## config.mk

```make
export PLATFORM = sky130hd
export DESIGN_NAME = fwgs_cfg_regs
export DESIGN_NICKNAME = d
export VERILOG_FILES = /design/src/rtl/core/fwgs_pkg.sv /design/src/rtl/core/fwgs_cfg_regs.sv
export SDC_FILE = /design/constraint.sdc
export NUM_CORES = 1
export LEC_CHECK = 0
export ABC_CLOCK_PERIOD_IN_PS = 1700
export BUFFER_PORTS_ARGS = -buffer_cell sky130_fd_sc_hd__clkbuf_2
export CELL_PAD_IN_SITES_DETAIL_PLACEMENT = 1
export CELL_PAD_IN_SITES_GLOBAL_PLACEMENT = 1
export CORE_MARGIN = 2
export CORE_UTILIZATION = 40
export CTS_BUF_LIST = sky130_fd_sc_hd__clkbuf_2 sky130_fd_sc_hd__clkbuf_4 sky130_fd_sc_hd__clkbuf_8
export DETAILED_ROUTE_END_ITERATION = 8
export PLACE_DENSITY_LB_ADDON = 0.25
export SLEW_MARGIN = 20
export SYNTH_ARGS = -nofsm -noshare
export SYNTH_HDL_FRONTEND = slang
export SYNTH_SLANG_ARGS = --single-unit
```

## constraint.sdc

```tcl
create_clock -name i_clk -period 1.7 [get_ports i_clk]
set_input_delay 0.51 -clock i_clk [delete_from_list [all_inputs] [get_ports i_clk]]
set_output_delay 0.51 -clock i_clk [all_outputs]
set_load 0.1 [all_outputs]
```

## src/rtl/core/fwgs_pkg.sv

```systemverilog
// ============================================================================
// fwgs_pkg - shared types and constants for the full window grid selector
// Register codes, field widths and the decoded configuration record.
// ============================================================================
package fwgs_pkg;

    // Default sizing, handed to the top level parameters
    localparam int DEF_MAX_WIDTH  = 4096;
    localparam int DEF_MAX_WINDOW = 127;

    // Fixed field widths
    localparam int CFG_DATA_W = 13;
    localparam int CFG_IDX_W  = 2;
    localparam int COORD_W    = 12;
    localparam int ROW_W      = 12;
    localparam int HEIGHT_W   = 13;
    localparam int STEP_W     = 8;
    localparam int WIN_W      = 8;   // holds any window up to the largest MAX_WINDOW
    localparam int WIDTH_W    = 15;  // holds any MAX_WIDTH up to 16384

    localparam logic [HEIGHT_W-1:0] MAX_HEIGHT = 13'd4096;
    localparam logic [STEP_W-1:0]   MAX_STEP   = 8'd255;

    // Register indexes
    localparam logic [CFG_IDX_W-1:0] REG_IMAGE_WIDTH  = 2'd0;
    localparam logic [CFG_IDX_W-1:0] REG_IMAGE_HEIGHT = 2'd1;
    localparam logic [CFG_IDX_W-1:0] REG_STEP_SIZE    = 2'd2;
    localparam logic [CFG_IDX_W-1:0] REG_WINDOW_SIZE  = 2'd3;

    // Reset values of the registers
    localparam logic [12:0] RST_IMAGE_WIDTH  = 13'd1024;
    localparam logic [12:0] RST_IMAGE_HEIGHT = 13'd1024;
    localparam logic [7:0]  RST_STEP_SIZE    = 8'd10;
    localparam logic [6:0]  RST_WINDOW_SIZE  = 7'd31;

    // Decoded (clamped) configuration
    typedef struct packed {
        logic [WIDTH_W-1:0]  width;
        logic [HEIGHT_W-1:0] height;
        logic [STEP_W-1:0]   step;
        logic [WIN_W-1:0]    win;
    } t_cfg;

    // Scan position information for one pixel, handed to the evaluation stage
    typedef struct packed {
        logic [ROW_W-1:0] row;
        logic             first_row;
        logic             first_col;
        logic             on_grid;
    } t_scan;

endpackage

```

## src/rtl/core/fwgs_cfg_regs.sv

```systemverilog
// ============================================================================
// fwgs_cfg_regs - configuration registers
// Hold the four registers and present them clamped to their legal ranges.
// ============================================================================
module fwgs_cfg_regs import fwgs_pkg::*; #(
    parameter int MAX_WIDTH  = DEF_MAX_WIDTH,
    parameter int MAX_WINDOW = DEF_MAX_WINDOW
) (
    input  logic                  i_clk,
    input  logic                  i_rst_n,
    input  logic                  i_wr_en,
    input  logic [CFG_IDX_W-1:0]  i_index,
    input  logic [CFG_DATA_W-1:0] i_data,
    output t_cfg                  o_cfg
);

    localparam logic [WIDTH_W-1:0] MaxWidth  = WIDTH_W'(MAX_WIDTH);
    localparam logic [WIN_W-1:0]   MaxWindow = WIN_W'(MAX_WINDOW);

    logic [12:0] r_width;
    logic [12:0] r_height;
    logic [7:0]  r_step;
    logic [6:0]  r_win;

    always_ff @(posedge i_clk) begin
        if (!i_rst_n) begin
            r_width  <= RST_IMAGE_WIDTH;
            r_height <= RST_IMAGE_HEIGHT;
            r_step   <= RST_STEP_SIZE;
            r_win    <= RST_WINDOW_SIZE;
        end else if (i_wr_en) begin
            case (i_index)
                REG_IMAGE_WIDTH:  r_width  <= i_data;
                REG_IMAGE_HEIGHT: r_height <= i_data;
                REG_STEP_SIZE:    r_step   <= i_data[7:0];
                REG_WINDOW_SIZE:  r_win    <= i_data[6:0];
                default: ;
            endcase
        end
    end

    // Zero means one; oversize values saturate
    always_comb begin
        if (r_width == 13'd0) begin
            o_cfg.width = WIDTH_W'(1);
        end else if (WIDTH_W'(r_width) > MaxWidth) begin
            o_cfg.width = MaxWidth;
        end else begin
            o_cfg.width = WIDTH_W'(r_width);
        end

        if (r_height == 13'd0) begin
            o_cfg.height = HEIGHT_W'(1);
        end else if (r_height > MAX_HEIGHT) begin
            o_cfg.height = MAX_HEIGHT;
        end else begin
            o_cfg.height = r_height;
        end

        o_cfg.step = (r_step == 8'd0) ? STEP_W'(1) : r_step;

        if (r_win == 7'd0) begin
            o_cfg.win = WIN_W'(1);
        end else if (WIN_W'(r_win) > MaxWindow) begin
            o_cfg.win = MaxWindow;
        end else begin
            o_cfg.win = WIN_W'(r_win);
        end
    end

endmodule

```

# After elaboration in Yosys (flattened, before gate mapping)
# Index checks and enable logic that the tools add are counted.
[classes]
reduce_logical = 9
eq_ne = 3
muxes = 6
order_cmp = 2
[op_table]
columns = ["cell", "count"]
rows = [
  ["$mux 13", 4],
  ["$gt 13x13->1 const B", 2],
  ["$logic_not 13->1", 2],
  ["$logic_not 8->1", 1],
  ["$mux 8", 1],
  ["$reduce_and 2->1", 4],
  ["$logic_not 7->1", 1],
  ["$mux 7", 1],
  ["$eq 2x2->1 const B", 2],
  ["$eq 2x1->1 const B", 1],
  ["$logic_not 2->1", 1],
]
[totals]
wordCells = 24
regBits = 41
output_inout_bits = 44

# Depth between registers and ports, before layout
[logic_depth]
ltp_word = 3
depth_mapped = 4

# Least setup slack after synthesis
# Ideal clock, no wire load.
[synth_path]
path_kind = "register to output"
start = "register r_height[4]"
end = "output port o_cfg[16] (netlist name)"
required_ns = 1.190
path_stages_with_launch = 4
setup_slack_ns = -0.730
path_buffers = 0
arrival_time_ns = 1.920
cell_sequence = "dfxtp_1 > nor4_1 > a31oi_1 > nor2_1"
[synth_rtl]
columns = ["element", "line_no", "rtl"]
rows = [
  ["from (decl)", "fwgs_cfg_regs.sv:21", "logic [12:0] r_height;"],
  ["from (signal assigned)", "fwgs_cfg_regs.sv:34", "REG_IMAGE_HEIGHT: r_height <= i_data;"],
  ["to (decl)", "fwgs_cfg_regs.sv:14", "output t_cfg o_cfg"],
]

==> impl_metrics.env <==
export IMPL_maxSlewViolCount=0
export IMPL_dieArea_um2=5210
export IMPL_yosysWarnings=0
export IMPL_grtUsageTotal=0.249
export IMPL_syn_inst=232
export IMPL_mostFrequentLayoutCells="68 x nand2_1, 30 x buf_12, 30 x dfxtp_1"
export IMPL_cts_buffers=5
export IMPL_drive_gt1_frac=0.442
export IMPL_dieWidth_um=72.2
export IMPL_antenna_found_initial=0
export IMPL_finalPower_mw=2.58
export IMPL_layout_area_overhead_vs_synth_pct=65.5
export IMPL_cap_violations=0
export IMPL_insertion_delay_ns=0.30
export IMPL_power_frac_comb=0.272
export IMPL_rsz0062_at_grt="yes"
export IMPL_num_vias=1819
export IMPL_seq_power_share=0.402
export IMPL_p_int_mw=1.73
export IMPL_final_common_cell="nand2_1"
export IMPL_path_clk_slew_ns=0.08
export IMPL_routed_wl_mm=6.68
export IMPL_cp_end_kind="primary output"
export IMPL_synth_top_family_by_area="simple AND/OR/NAND/NOR gates"
export IMPL_startpoint_type="register"
export IMPL_cts_sinks=41
export IMPL_drc=0
export IMPL_leakage_nw=1.29
export IMPL_num_antenna_cells=0
export IMPL_synth_fa_ha_area_frac=0
export IMPL_synth_area_mux_share=0.0431
export IMPL_dp_cells=325
export IMPL_final_cells=337
export IMPL_final_setup_viol_count=4
export IMPL_synth_seq_area_share=0.442
export IMPL_worstSetupPathType="reg -> out"
export IMPL_drtIter0Drc=83
export IMPL_yosys_area_share_simple=0.316
export IMPL_ys_ff_latch=41
export IMPL_nets=302
export IMPL_synth_area_per_cell_um2=8.01
export IMPL_crit_fanout=3
export IMPL_via_per_inst=5.40
export IMPL_max_freq_mhz=504
export IMPL_clkPwrFrac=0.326
export IMPL_synth_compound_area_frac=0.120
export IMPL_port_buffers=58
export IMPL_ant_nets=0
export IMPL_cts_hold_buf=0
export IMPL_cp_data_required_time_ns=1.19
export IMPL_violations="setup timing"
export IMPL_core_um2=4410
export IMPL_grt_max_degree=19
export IMPL_die_y_um=72.2
export IMPL_switching_power_uw=859
export IMPL_io_pins=62
export IMPL_synth_area_um2=1860
export IMPL_timing_final_crit_share=1.17
export IMPL_start_util=0.421
export IMPL_period_needed_ns=1.98
export IMPL_hp_class="in -> reg"
export IMPL_clock_skew_ns=0
export IMPL_fin_ws_ns=-0.283
export IMPL_synthXorXnorAreaFrac=0
export IMPL_powerDensity_nw_per_um2=841
export IMPL_post_dp_hpwl_mm=4.12
export IMPL_hold_ws_ns=0.459
export IMPL_hold_viol_final=0
export IMPL_peakVddDrop_mv=0.675
export IMPL_cp_arrival_ns=1.47
export IMPL_post_drt_wl_per_cell_um=19.8
export IMPL_status="complete, but fails checks"
export IMPL_root_buffer="clkbuf_8"
export IMPL_globalplace_congestion=0.742
export IMPL_grt_pass1_wl_mm=9.77
export IMPL_p_sw_frac=0.332
export IMPL_cts_tree="built"
export IMPL_drt_first_pass_iters=4
export IMPL_cts_max_level=2
export IMPL_grt_pass1_vias=1891
export IMPL_gr_total_overflow=0
export IMPL_clockBufferDepth=2
export IMPL_core_rowCount=24
export IMPL_synth_distinct_cells=22
-- state kept, by name (all words and copies together), names as in the netlist --
register,count
r_step,8
r_win,7
r_width,13
r_height,13
-- synthesized netlist by cell type --
master,n,share of area
nand3_1,8,0.022
nand2_1,68,0.14
and3b_1,1,0.0047
or3b_4,1,0.0061
dfxtp_1,41,0.44
mux2i_1,8,0.043
nor3b_2,1,0.0067
a31oi_1,2,0.0067
nand3b_1,2,0.0081
buf_2,3,0.0081
buf_6,1,0.0061
nor3_1,3,0.0081
nor4_1,6,0.020
clkbuf_1,21,0.042
nor2b_1,28,0.094
a21boi_1,18,0.073
a21o_1,2,0.0081
nor2_1,3,0.0061
a21boi_0,8,0.032
conb_1,1,0.0020
buf_4,5,0.020
and3_1,1,0.0034
-- cell families (layout without fill, tap and decap cells) --
| logic type | Yosys count | after routing |
|---|---|---|
| compound gates | 30 | 30 |
| buf+inv | 30 | 81 |
| flops | 41 | 41 |
| mux | 8 | 8 |
| other cells | 1 | 3 |
| simple gates | 122 | 122 |
-- layer usage --
metal  wire (um)  track usage  vias to the layer above
li1            -            -                      836
met1        2900        0.319                      906
met2        3350        0.399                       62
met4         161        0.105                        0
met5           0            0                        -
met3         269       0.0639                       15
-- stage by stage --
step / setup WS, ns / utilization / TNS (ns) / cell area [um^2]
detailed placement: 0.0604 / 0.629 / 0 / 2780
global route: -0.389 / 0.696 / -1.09 / 3070
global placement: 0.0744 / 0.629 / 0 / 2780
CTS: -0.238 / 0.670 / -0.601 / 2960
finish: -0.283 / 0.696 / -0.682 / 3070
floorplan: -0.491 / - / -2.25 / 2010
-- power groups by stage --
stage,clock network (mW),logic [mW],registers [mW]
after global routing,0.893,0.727,1.04
after global placement,0,0.662,1.04
final,0.843,0.703,1.04
after detailed placement,0,0.672,1.05
after floorplan,0,0.467,1.04
after CTS,0.844,0.684,1.03
-- worst max-delay path, stage by stage (launching register included) --
cell	delay, ns
dfxtp_1	0.35
nor3_1	0.32
a31oi_1	0.15
nor2_2	0.16
buf_12	0.19
-- worst paths after layout --
check	slack, ns	cells past startpoint	startpoint	end
setup reg to reg	0.80	3	r_width[12]$_SDFFE_PN0P_	r_width[12]$_SDFFE_PN0P_
hold / removal	0.46	3	i_data[10]	r_width[10]$_SDFFE_PN1P_
hold reg to reg	0.49	2	r_width[9]$_SDFFE_PN0P_	r_width[9]$_SDFFE_PN0P_
setup / recovery	-0.28	4	r_height[8]$_SDFFE_PN0P_	o_cfg[16]
-- repair_timing --
action | CTS | global route
resized for setup | 13 | 20
setup buffers | 2 | 1
pin swaps | 7 | 5
cloned | 0 | 1
setup endpoints to repair | 14 | 14
-- area by class of cell --
cell class	instances	area, um^2
clock buffers	7	90.1
clock inverters	1	30.0
fillers	455	1340
multi-input cells	163	1150
flip-flops and latches	41	840
well taps	52	65.1
repair buffers	73	902
No activity file was read; power rests on OpenSTA's default activity.
