<file path="config.mk">
export PLATFORM = sky130hd
export DESIGN_NAME = fwgs_scan
export DESIGN_NICKNAME = d
export VERILOG_FILES = /design/src/rtl/core/fwgs_pkg.sv /design/src/rtl/core/fwgs_scan.sv
export SDC_FILE = /design/constraint.sdc
export NUM_CORES = 1
export LEC_CHECK = 0
export BUFFER_PORTS_ARGS = -buffer_cell sky130_fd_sc_hd__buf_2
export CORE_ASPECT_RATIO = 0.75
export CORE_UTILIZATION = 60
export CTS_CLUSTER_DIAMETER = 100
export DETAILED_ROUTE_END_ITERATION = 7
export GPL_TIMING_DRIVEN = 1
export MAX_ROUTING_LAYER = met4
export PLACE_DENSITY_LB_ADDON = 0.08
export REMOVE_ABC_BUFFERS = 1
export SYNTH_ARGS = -nofsm -noshare
export SYNTH_HDL_FRONTEND = slang
export SYNTH_SLANG_ARGS = --single-unit
</file>
<file path="constraint.sdc">
create_clock -name i_clk -period 5.5 [get_ports i_clk]
set_input_delay 1.65 -clock i_clk [delete_from_list [all_inputs] [get_ports i_clk]]
set_output_delay 1.65 -clock i_clk [all_outputs]
set_load 0.02 [all_outputs]
</file>
<file path="src/rtl/core/fwgs_pkg.sv">
// ============================================================================
// fwgs_pkg - shared types and constants for the full window grid selector
// Register codes, field widths and the decoded configuration record.
// ============================================================================
package fwgs_pkg;

    // Default sizing, handed to the top level parameters
    localparam int DEF_MAX_WIDTH  = 4096;
    localparam int DEF_MAX_WINDOW = 127;

    // Fixed field widths
    localparam int CFG_DATA_W = 13;
    localparam int CFG_IDX_W  = 2;
    localparam int COORD_W    = 12;
    localparam int ROW_W      = 12;
    localparam int HEIGHT_W   = 13;
    localparam int STEP_W     = 8;
    localparam int WIN_W      = 8;   // holds any window up to the largest MAX_WINDOW
    localparam int WIDTH_W    = 15;  // holds any MAX_WIDTH up to 16384

    localparam logic [HEIGHT_W-1:0] MAX_HEIGHT = 13'd4096;
    localparam logic [STEP_W-1:0]   MAX_STEP   = 8'd255;

    // Register indexes
    localparam logic [CFG_IDX_W-1:0] REG_IMAGE_WIDTH  = 2'd0;
    localparam logic [CFG_IDX_W-1:0] REG_IMAGE_HEIGHT = 2'd1;
    localparam logic [CFG_IDX_W-1:0] REG_STEP_SIZE    = 2'd2;
    localparam logic [CFG_IDX_W-1:0] REG_WINDOW_SIZE  = 2'd3;

    // Reset values of the registers
    localparam logic [12:0] RST_IMAGE_WIDTH  = 13'd1024;
    localparam logic [12:0] RST_IMAGE_HEIGHT = 13'd1024;
    localparam logic [7:0]  RST_STEP_SIZE    = 8'd10;
    localparam logic [6:0]  RST_WINDOW_SIZE  = 7'd31;

    // Decoded (clamped) configuration
    typedef struct packed {
        logic [WIDTH_W-1:0]  width;
        logic [HEIGHT_W-1:0] height;
        logic [STEP_W-1:0]   step;
        logic [WIN_W-1:0]    win;
    } t_cfg;

    // Scan position information for one pixel, handed to the evaluation stage
    typedef struct packed {
        logic [ROW_W-1:0] row;
        logic             first_row;
        logic             first_col;
        logic             on_grid;
    } t_scan;

endpackage

</file>
<file path="src/rtl/core/fwgs_scan.sv">
// ============================================================================
// fwgs_scan - raster position and grid phase counters
// Step column per pixel and row per line; phases move where a window can end.
// ============================================================================
module fwgs_scan import fwgs_pkg::*; #(
    parameter int MAX_WIDTH = DEF_MAX_WIDTH
) (
    input  logic                         i_clk,
    input  logic                         i_rst_n,
    input  t_cfg                         i_cfg,
    input  logic                         i_adv,
    output logic [$clog2(MAX_WIDTH)-1:0] o_col,
    output t_scan                        o_scan
);

    localparam int CW = $clog2(MAX_WIDTH);

    logic [CW-1:0]     r_col;
    logic [ROW_W-1:0]  r_row;
    logic [STEP_W-1:0] r_cph;
    logic [STEP_W-1:0] r_rph;

    logic              col_wrap;
    logic              row_wrap;
    logic              col_live;
    logic              row_live;
    logic [STEP_W-1:0] cph_inc;
    logic [STEP_W-1:0] rph_inc;

    always_comb begin
        col_wrap = (WIDTH_W'(r_col) + WIDTH_W'(1)) >= i_cfg.width;
        row_wrap = (HEIGHT_W'(r_row) + HEIGHT_W'(1)) >= i_cfg.height;
        col_live = (WIDTH_W'(r_col) + WIDTH_W'(1)) >= WIDTH_W'(i_cfg.win);
        row_live = (HEIGHT_W'(r_row) + HEIGHT_W'(1)) >= HEIGHT_W'(i_cfg.win);
        cph_inc  = ((9'(r_cph) + 9'd1) >= 9'(i_cfg.step)) ? '0 : r_cph + 8'd1;
        rph_inc  = ((9'(r_rph) + 9'd1) >= 9'(i_cfg.step)) ? '0 : r_rph + 8'd1;
    end

    always_ff @(posedge i_clk) begin
        if (!i_rst_n) begin
            r_col <= '0;
            r_row <= '0;
            r_cph <= '0;
            r_rph <= '0;
        end else if (i_adv) begin
            if (col_wrap) begin
                r_col <= '0;
                r_cph <= '0;
                if (row_wrap) begin
                    r_row <= '0;
                    r_rph <= '0;
                end else begin
                    r_row <= r_row + 1'b1;
                    if (row_live) begin
                        r_rph <= rph_inc;
                    end
                end
            end else begin
                r_col <= r_col + 1'b1;
                if (col_live) begin
                    r_cph <= cph_inc;
                end
            end
        end
    end

    assign o_col            = r_col;
    assign o_scan.row       = r_row;
    assign o_scan.first_row = (r_row == '0);
    assign o_scan.first_col = (r_col == '0);
    assign o_scan.on_grid   = (r_cph == '0) && (r_rph == '0);

    a_col_in_range: assert property (@(posedge i_clk) disable iff (!i_rst_n)
        WIDTH_W'(r_col) < WIDTH_W'(MAX_WIDTH))
        else $error("column counter beyond line store depth");

endmodule

</file>
# Word-level counts from Yosys, hierarchy flattened
# Index checks and enable logic that the tools add are counted.
dict set report totals {
  inputBits 47
  ff_bits 40
  output_inout_bits 27
  word_cells 36
}
dict set report op_classes {
  reduce_logical 10
  n_mux 8
  add_sub_neg 8
  magnitude_cmp 6
}
# operator n
set op_table {}
lappend op_table {{$mux 8} 6}
lappend op_table {{$add 12x1->13 const B} 2}
lappend op_table {{$ge 13x8->1} 2}
lappend op_table {{$add 12x1->12 const B} 2}
lappend op_table {{$logic_not 12->1} 2}
lappend op_table {{$mux 12} 2}
lappend op_table {{$add 8x1->9 const B} 2}
lappend op_table {{$ge 9x8->1} 2}
lappend op_table {{$add 8x1->8 const B} 2}
lappend op_table {{$logic_not 8->1} 2}
lappend op_table {{$ge 15x15->1} 1}
lappend op_table {{$ge 13x13->1} 1}
lappend op_table {{$reduce_and 2->1} 2}
lappend op_table {{$reduce_bool 2->1} 2}
lappend op_table {{$reduce_and 3->1} 1}
lappend op_table {{$logic_and 1x1->1} 1}

# Longest topological paths before layout
# Gate-level depths: netlist (run 1).
dict set report logic_depth {
  word_depth 5
  depth_mapped 15
  mapped_depth_nobuf 13
}

# Worst setup path after synthesis (run 1)
# OpenSTA, ideal clock, no wires.
dict set report synth_timing {
  path_kind {input port to flip-flop}
  startpoint {input i_cfg[16] (netlist name)}
  endpoint {register r_rph[1]}
  setup_slack_ps 1590
  n_path_buf 0
  cell_stages 9
  required_time_ps 5429
  t_arrival_ps 3840
  setup_ps 71
  cell_sequence {ha_1 nand2b_1 a2111oi_0 o21bai_1 a221oi_2 nor2_2 a311oi_4 or3b_1 a21oi_1}
}
dict set report synth_between {
  elab_chain_cells 3
  word_cells_on_any_way 4
  cone_classes {order compare: 1; mux: 1; reduce/logical: 2}
}
# item line_no
set synth_rtl {}
lappend synth_rtl {{start: declaration} fwgs_scan.sv:10} ;# input t_cfg i_cfg,
lappend synth_rtl {{$ge 13x13->1 *} fwgs_scan.sv:32} ;# row_wrap = (HEIGHT_W'(r_row) + HEIGHT_W'(1)) >= i_cfg.height;
lappend synth_rtl {{$reduce_bool 2->1 (no source line)} -}
lappend synth_rtl {{$reduce_and 3->1 (no source line)} -}
lappend synth_rtl {{end signal: assignment} fwgs_scan.sv:55} ;# r_rph <= rph_inc;
lappend synth_rtl {{end: declaration} fwgs_scan.sv:21} ;# logic [STEP_W-1:0] r_rph;
# Every way passes the cells marked *; elsewhere a longest branch is shown, timed or not.
# A chain may end at the register's enable or synchronous reset.

# Worst setup path after layout (run 1)
dict set report layout_timing {
  startpoint {register r_row[0]}
  endpoint {register r_rph[5]}
}
dict set report layout_between {
  elab_chain_cells 4
  word_cells_on_any_way 6
  cone_classes {add/sub: 1; order compare: 2; mux: 1; reduce/logical: 2}
}
# item line_no
set layout_rtl {}
lappend layout_rtl {{start: declaration} fwgs_scan.sv:19} ;# logic [ROW_W-1:0] r_row;
lappend layout_rtl {{start signal: assignment} fwgs_scan.sv:53} ;# r_row <= r_row + 1'b1;
lappend layout_rtl {{$add 12x1->13 *} {fwgs_scan.sv:32, fwgs_scan.sv:34}}
lappend layout_rtl {{$ge 13x13->1 / $ge 13x8->1 (equally long branches)} {fwgs_scan.sv:32, fwgs_scan.sv:34}}
lappend layout_rtl {{$reduce_bool 2->1 (no source line)} -}
lappend layout_rtl {{$reduce_and 3->1 (no source line)} -}
# Marks and branches as above.

==> metrics.log, run 1 <==
INFO  metric outcome = finished, final reports clean
INFO  metric io_pins = 74
INFO  metric portion_of_total_power_attributed_to_combinational_logic = 0.150
INFO  metric number_of_global_route_vias_before_repair = 3579
INFO  metric syn_area_per_cell = ~7.8 um2
INFO  metric yosys_warning_total = 0
INFO  metric crit_top_cell = sky130_fd_sc_hd__ha_1
INFO  metric die_area = a little over 0.007 mm2
INFO  metric critPathTopFamily = simple AND/OR/NAND/NOR gates
INFO  metric clk_path_buf_depth = 2
INFO  metric cap_violations = 0
INFO  metric placeableCoreArea = roughly 0.0064 mm2
INFO  metric drc = 0
INFO  metric track_usage = 0.298
INFO  metric worstPathCellList = ha_1 > nand4_2 > or3_1 > nor2_1 > and3_1 > ha_1 > a21oi_1 > nand3_1 > a221oi_2 > nor2_2 > o21bai_1 > nand2b_1 > o22ai_1
INFO  metric fillers = 562
INFO  metric clock-sinks = 40
INFO  metric power.density = between 100 and 150 mW/mm2
INFO  metric synth.lib_cells_used.distinct = 62
INFO  metric syn_to_final_growth = 11.4%
INFO  metric p_clk_frac = 0.334
INFO  metric grt-ovfl-total = 0
INFO  metric route.final.wire_length = between 10 and 15 mm
INFO  metric power.ir.vdd_worst = ~0.000080 V
INFO  metric cts-hold-fix-buffers = 0
INFO  metric drt_iter0_drc = 218
INFO  metric final_max_slew_viol_count = 0
INFO  metric dr_total_vias = around 4000
INFO  metric clk_pin_slew_worst_paths = about 0.08 ns
INFO  metric root_buffer = sky130_fd_sc_hd__clkbuf_8
INFO  metric via_per_inst = 6.00
INFO  metric hpwlAfterDp = about 8 mm
INFO  metric start_util = 0.634
INFO  metric synth-edff-count = 0
INFO  metric timing.clock.skew = about 0.0080 ns
INFO  metric worst-slew-pin-transition = approximately 1.0 ns
INFO  metric grt_antenna_before_repair = 0
INFO  metric syn-instance-count = 521
INFO  metric hold_viol = 0
INFO  metric timing.critical_path.slowest_stage_cell = sky130_fd_sc_hd__o21bai_1
INFO  metric timing.final.crit_share = 0.750
INFO  metric setup_tns = 0 ns
INFO  metric drtPass1Iterations = 4
INFO  metric p_sw_frac = 0.270
INFO  metric largest_driver_fanout_on_the_critical_path = 17
INFO  metric hold_path_class = reg2reg
INFO  metric fin_hold_ws = between 0.4 and 0.5 ns
INFO  metric synth-seq-area-share = 0.197
INFO  metric share_of_final_layout_standard_cells_stronger_than_drive_strength_1 = 0.178
INFO  metric power.internal = about 410 uW
INFO  metric fraction_of_registers_with_async_set_reset = 0
INFO  metric rsz0062_at_grt = false
INFO  metric die-width = ~97 um
INFO  metric clock_tree.htree_level_count = 2
INFO  metric post_cts_buffers = 0
INFO  metric netlist.top_cell.by_area = sky130_fd_sc_hd__dfxtp_1
INFO  metric place.port_buffers = 73
INFO  metric leakagePower = around 2.2 nW
INFO  metric gp_congestion = between 0.8 and 0.9
INFO  metric fin_nets = between 600 and 700
INFO  metric synthDominantCellAreaShare = 0.197
INFO  metric antennaDiodeCount = 0
INFO  metric sequentialPowerShare = 0.516
INFO  metric synth_flop_cell = sky130_fd_sc_hd__dfxtp_1
INFO  metric slew-limit-headroom = 0.320
INFO  metric wire_length_of_the_first_global_routing_pass = around 17 mm
INFO  metric ant_nets = 0
INFO  metric fmax = around 240 MHz
INFO  metric worst_ep_required_time = 5.68 ns
INFO  metric worst-endpoint-arrival = 4.31 ns
INFO  metric psw = 153 uW
INFO  metric cts_bufs_inserted = 5
INFO  metric row_count = 25
INFO  metric die_h = approximately 73 um
INFO  metric worstPathBufferInverterCount = 0
INFO  metric tritoncts = yes
INFO  metric synthesis.area = 0.00407 mm2
INFO  metric worstSkewPairLatency = ~0.30 ns
INFO  metric post_drt_wl_per_cell = ~15 um
INFO  metric criticalPathCategory = reg2reg
INFO  metric worst_path_largest_cell_delay = 0.63 ns
INFO  metric endpoint_kind = register
INFO  metric synth_seq_cells = 40
INFO  metric finalSetupViolations = 0
INFO  metric netlist_top_cells_area = sky130_fd_sc_hd__dfxtp_1 20%, sky130_fd_sc_hd__ha_1 20%, sky130_fd_sc_hd__inv_1 4.8%, sky130_fd_sc_hd__a21oi_1 4.7%, sky130_fd_sc_hd__xnor2_1 4.3%
INFO  metric grt_start_max_net_pins = 32
INFO  metric worst_setup_path_start_kind = register
INFO  metric cts_repair_resize_count = 0
INFO  metric period_needed = between 4 and 5 ns
## kinds of logic after synthesis
kind of cell	after synthesis	share of synthesized area
AO/OA/AOI/OAI	120	0.202
flip-flops	40	0.197
buffers and inverters	73	0.0693
XOR/XNOR	29	0.0643
multiplexers	2	0.00523
AND/OR/NAND/NOR	193	0.266
adder cells (fa/ha/maj)	64	0.197
## worst reg2reg max path, delay by kind of cell, from the launching register on
family,cells,cell delay (ns)
AND/OR/NAND/NOR,7,1.65
AO/OA/AOI/OAI,4,1.30
adder cells (fa/ha/maj),2,0.55
flip-flops,1,0.51
## power groups by stage
stage               logic [mW]  registers [mW]  clock network [mW]
CTS                     0.0843           0.293               0.191
global placement        0.0800           0.300                   0
finish                  0.0850           0.293               0.190
detailed placement      0.0833           0.300                   0
global route            0.0961           0.293               0.205
floorplan               0.0476           0.300                   0
## path summary, 6_finish.rpt
path / startpoint / endpoint / slack (ns) / cells past startpoint
worst max-delay path: r_row[0]$_SDFFE_PN0P_ / r_rph[5]$_SDFFE_PN0P_ / 1.38 / 13
worst min register to register: r_rph[1]$_SDFFE_PN0P_ / r_rph[1]$_SDFFE_PN0P_ / 0.50 / 2
worst max register to register: r_row[0]$_SDFFE_PN0P_ / r_rph[5]$_SDFFE_PN0P_ / 1.38 / 13
worst min-delay path: r_rph[1]$_SDFFE_PN0P_ / r_rph[1]$_SDFFE_PN0P_ / 0.50 / 2
## cell usage after synthesis, types with 3 or more instances
cell type,instances
sky130_fd_sc_hd__nor3_1,11
sky130_fd_sc_hd__o21ai_1,4
sky130_fd_sc_hd__nor2b_1,10
sky130_fd_sc_hd__nand3b_1,5
sky130_fd_sc_hd__buf_2,6
sky130_fd_sc_hd__o21ai_0,24
sky130_fd_sc_hd__o21a_1,8
sky130_fd_sc_hd__inv_1,52
sky130_fd_sc_hd__a31oi_1,3
sky130_fd_sc_hd__xor2_1,8
sky130_fd_sc_hd__o22ai_1,4
sky130_fd_sc_hd__a21o_1,8
sky130_fd_sc_hd__ha_1,64
sky130_fd_sc_hd__clkbuf_1,14
sky130_fd_sc_hd__nor4b_1,3
sky130_fd_sc_hd__a211oi_1,4
sky130_fd_sc_hd__nor4_1,8
sky130_fd_sc_hd__a21oi_1,38
sky130_fd_sc_hd__and3_1,12
sky130_fd_sc_hd__nand2b_1,13
sky130_fd_sc_hd__o31ai_1,5
sky130_fd_sc_hd__dfxtp_1,40
sky130_fd_sc_hd__nand4_1,6
sky130_fd_sc_hd__nor2_1,28
sky130_fd_sc_hd__xnor2_1,20
sky130_fd_sc_hd__nand3_1,22
sky130_fd_sc_hd__o2111ai_1,3
sky130_fd_sc_hd__nand2_1,41
sky130_fd_sc_hd__or3_1,8
sky130_fd_sc_hd__o211ai_1,4
sky130_fd_sc_hd__or4_1,4
## layout by cell type, fill, tap and decap left out, types with 4 or more instances in the layout
master / n
sky130_fd_sc_hd__a211oi_1: 4
sky130_fd_sc_hd__a21o_1: 8
sky130_fd_sc_hd__a21oi_1: 38
sky130_fd_sc_hd__and3_1: 12
sky130_fd_sc_hd__buf_2: 73
sky130_fd_sc_hd__clkbuf_8: 5
sky130_fd_sc_hd__dfxtp_1: 40
sky130_fd_sc_hd__ha_1: 64
sky130_fd_sc_hd__inv_1: 52
sky130_fd_sc_hd__nand2_1: 41
sky130_fd_sc_hd__nand2b_1: 13
sky130_fd_sc_hd__nand3_1: 22
sky130_fd_sc_hd__nand3b_1: 5
sky130_fd_sc_hd__nand4_1: 6
sky130_fd_sc_hd__nor2_1: 28
sky130_fd_sc_hd__nor2b_1: 10
sky130_fd_sc_hd__nor3_1: 11
sky130_fd_sc_hd__nor4_1: 8
sky130_fd_sc_hd__o211ai_1: 4
sky130_fd_sc_hd__o21a_1: 8
sky130_fd_sc_hd__o21ai_0: 24
sky130_fd_sc_hd__o21ai_1: 4
sky130_fd_sc_hd__o22ai_1: 4
sky130_fd_sc_hd__o31ai_1: 5
sky130_fd_sc_hd__or3_1: 8
sky130_fd_sc_hd__or4_1: 4
sky130_fd_sc_hd__xnor2_1: 20
sky130_fd_sc_hd__xor2_1: 8
## stage by stage
stage	setup WS (ns)	area, um2	instances	util	power, mW
finish	1.38	4530	661	0.706	0.568
global route	1.05	4530	661	0.706	0.595
CTS	1.43	4530	661	0.706	0.568
detailed placement	1.15	4450	654	0.693	0.383
global placement	1.21	4450	654	0.693	0.380
floorplan	1.54	3980	500	-	0.348
## sequential cells by signal, summed over array words and instances (netlist names)
register / flops
r_row: 12
o_col: 12
r_cph: 8
r_rph: 8
## cell type report
cell class / count / area, um2 / area share
Clock inverter: 2 / 12.5 / 0.00276
Timing Repair Buffer: 73 / 365 / 0.0807
Tap cell: 81 / 101 / 0.0224
Clock buffer: 5 / 68.8 / 0.0152
Multi-Input combinational cell: 408 / 2980 / 0.659
Sequential cell: 40 / 801 / 0.177
Inverter: 52 / 195 / 0.0431
## routing by layer
layer / global-route usage / share of wire / vias up / routed length [um]
li1: - / - / 1977 / -
met1: 0.408 / 0.49 / 1839 / 4930
met2: 0.458 / 0.44 / 131 / 4500
met3: 0.0485 / 0.054 / 17 / 551
met4: 0.0796 / 0.015 / 0 / 151
met5: - / 0 / - / 0
(Power assumes the default switching activity.)
==> run 2: changes to the inputs <==
--- a/config.mk
+++ b/config.mk
@@ -7,7 +7,7 @@
 export LEC_CHECK = 0
 export BUFFER_PORTS_ARGS = -buffer_cell sky130_fd_sc_hd__buf_2
 export CORE_ASPECT_RATIO = 0.75
-export CORE_UTILIZATION = 60
+export CORE_UTILIZATION = 52
 export CTS_CLUSTER_DIAMETER = 100
 export DETAILED_ROUTE_END_ITERATION = 7
 export GPL_TIMING_DRIVEN = 1
==> constraint.sdc (replaced) <==
create_clock -name i_clk -period 3.71 [get_ports i_clk]
set_input_delay 1.113 -clock i_clk [delete_from_list [all_inputs] [get_ports i_clk]]
set_output_delay 1.113 -clock i_clk [all_outputs]
set_load 0.02 [all_outputs]
==> run 2 against run 1 <==
Effect of this change:
- first-iteration DRC count rose by 16%
- highest routed layer unchanged
- non-clock buffer count up 15
- global-route usage shrank 3.9 points
- clock skew decreased by 0.0054 ns
- register-to-register slack got worse by 1.1 ns
==> metrics.log, run 2 (synthesized netlist as in run 1, its figures left out) <==
INFO  metric final_cell_area = 0.00473 mm2
INFO  metric cts-hold-fix-buffers = 0
INFO  metric power.density = about 200 mW/mm2
INFO  metric dp_slack = 0.123 ns
INFO  metric timing.clock.skew = between 0.002 and 0.003 ns
INFO  metric route.final.wire_length = 10.3 mm
INFO  metric ant_nets = 0
INFO  metric die_h = ~80 um
INFO  metric criticalPathCategory = reg2reg
INFO  metric cap_violations = 0
INFO  metric grt_most_used_layer = met2
INFO  metric place.port_buffers = 73
INFO  metric finalSetupViolations = 0
INFO  metric share_of_final_layout_standard_cells_stronger_than_drive_strength_1 = 0.208
INFO  metric post_drt_wl_per_cell = about 15 um
INFO  metric wire_length_of_the_first_global_routing_pass = roughly 17 mm
INFO  metric worstSkewPairLatency = 0.30 ns
INFO  metric hpwlAfterDp = between 8 and 9 mm
INFO  metric antennaDiodeCount = 0
INFO  metric die_area = around 0.008 mm2
INFO  metric start_util = 0.544
INFO  metric leakagePower = 2.30 nW
INFO  metric final_common_cell = sky130_fd_sc_hd__buf_2
INFO  metric fin_nets = roughly 700
INFO  metric worst_ep_required_time = 3.90 ns
INFO  metric rsz0062_at_grt = true
INFO  metric dr_total_vias = just under 4000
INFO  metric slew-limit-headroom = 0.521
INFO  metric power.ir.vdd_worst = around 0.00017 V
INFO  metric fin_hold_ws = approximately 0.49 ns
INFO  metric clock_tree.htree_level_count = 2
INFO  metric clk_path_buf_depth = 2
INFO  metric tritoncts = yes
INFO  metric period_needed = around 3.5 ns
INFO  metric grt_start_max_net_pins = 26
INFO  metric track_usage = 0.259
INFO  metric timing.final.crit_share = 0.938
INFO  metric worst_setup_path_start_kind = register
INFO  metric grt_antenna_before_repair = 0
INFO  metric largest_driver_fanout_on_the_critical_path = 9
INFO  metric clock-sinks = 40
INFO  metric placed_area = approximately 0.0046 mm2
INFO  metric endpoint_kind = register
INFO  metric placeableCoreArea = 0.00747 mm2
INFO  metric final_core_utilization = 0.634
INFO  metric grt_use_met3 = 0.0415
INFO  metric hold_path_class = reg2reg
INFO  metric worst-slew-pin-transition = roughly 0.71 ns
INFO  metric row_count = 27
INFO  metric gp_congestion = between 0.8 and 0.9
INFO  metric cts_bufs_inserted = 5
INFO  metric final_cell_mix = 73 x sky130_fd_sc_hd__buf_2, 63 x sky130_fd_sc_hd__ha_1, 52 x sky130_fd_sc_hd__inv_1, 41 x sky130_fd_sc_hd__nand2_1, 39 x sky130_fd_sc_hd__dfxtp_1
INFO  metric worst_slack = around 0.23 ns
INFO  metric via_per_inst = between 5 and 6
INFO  metric grt_util_met1 = 0.342
INFO  metric hold_viol = 0
INFO  metric die-width = 104 um
INFO  metric drt_iter0_drc = 252
INFO  metric post_cts_buffers = 0
INFO  metric worst-endpoint-arrival = between 3 and 4 ns
INFO  metric number_of_global_route_vias_before_repair = ~3500
INFO  metric outcome = finished, final reports clean
INFO  metric fmax = around 290 MHz
INFO  metric final_max_slew_viol_count = 0
INFO  metric drtPass1Iterations = 4
INFO  metric root_buffer = sky130_fd_sc_hd__clkbuf_8
INFO  metric grt-ovfl-total = 0
INFO  metric drc = 0
INFO  metric met2_global_route_usage = 0.417
INFO  metric clk_pin_slew_worst_paths = approximately 0.080 ns
INFO  metric io_pins = 74
INFO  metric syn_to_final_growth = 16.4%
-- run 2: worst paths after layout --
kind	start	to	slack, ns	depth (start not counted)
max	o_col[1]$_SDFFE_PN0P_	r_cph[2]$_SDFFE_PN0P_	0.23	13
min	r_rph[1]$_SDFFE_PN0P_	r_rph[1]$_SDFFE_PN0P_	0.49	2
max reg2reg	o_col[1]$_SDFFE_PN0P_	r_cph[2]$_SDFFE_PN0P_	0.23	13
min reg2reg	r_rph[1]$_SDFFE_PN0P_	r_rph[1]$_SDFFE_PN0P_	0.49	2
-- run 2: final cells by class --
cell class,count,area (um2)
inverters,52,195
clock buffers,6,72.6
fillers,658,2740
well taps,101,126
multi-input cells,408,3020
flip-flops and latches,40,802
repair buffers,88,482
clock inverters,2,35.0
-- run 2: layer usage --
layer  up-vias  wire length, um
li1       2009                -
met1      1798             4990
met2       119             4660
met3         6              587
met4         0               63
met5         -                0
-- run 2: power by group --
part / leakage, nW / internal (mW) / switching, mW
combinational: 1.92 / 0.0582 / 0.0699
sequential: 0.323 / 0.431 / 0.00240
clock: 0.0552 / 0.200 / 0.164
-- run 2: timing repair --
| action | in CTS | in global routing |
|---|---|---|
| endpoints found under the hold margin | 0 | 0 |
| gates resized for setup | 0 | 9 |
| endpoints found under the setup margin | 0 | 16 |
-- run 2: stage by stage --
step	TNS, ns	std cells	total power, mW
floorplan	0	500	0.516
global placement	0	689	0.565
detailed placement	0	689	0.570
CTS	0	697	0.933
global route	-0.00661	697	0.967
finish	0	697	0.926
-- run 2: worst max-delay path, stage by stage, from the launching register on --
cell,delay (ns)
sky130_fd_sc_hd__dfxtp_1,0.43
sky130_fd_sc_hd__ha_1,0.32
sky130_fd_sc_hd__nand3_4,0.17
sky130_fd_sc_hd__nor2_2,0.15
sky130_fd_sc_hd__xnor2_1,0.19
sky130_fd_sc_hd__ha_1,0.31
sky130_fd_sc_hd__a21o_1,0.17
sky130_fd_sc_hd__a21oi_1,0.22
sky130_fd_sc_hd__o311ai_0,0.29
sky130_fd_sc_hd__o2bb2ai_4,0.21
sky130_fd_sc_hd__and2_1,0.27
sky130_fd_sc_hd__o41ai_4,0.42
sky130_fd_sc_hd__o21ai_1,0.13
sky130_fd_sc_hd__o31ai_1,0.10
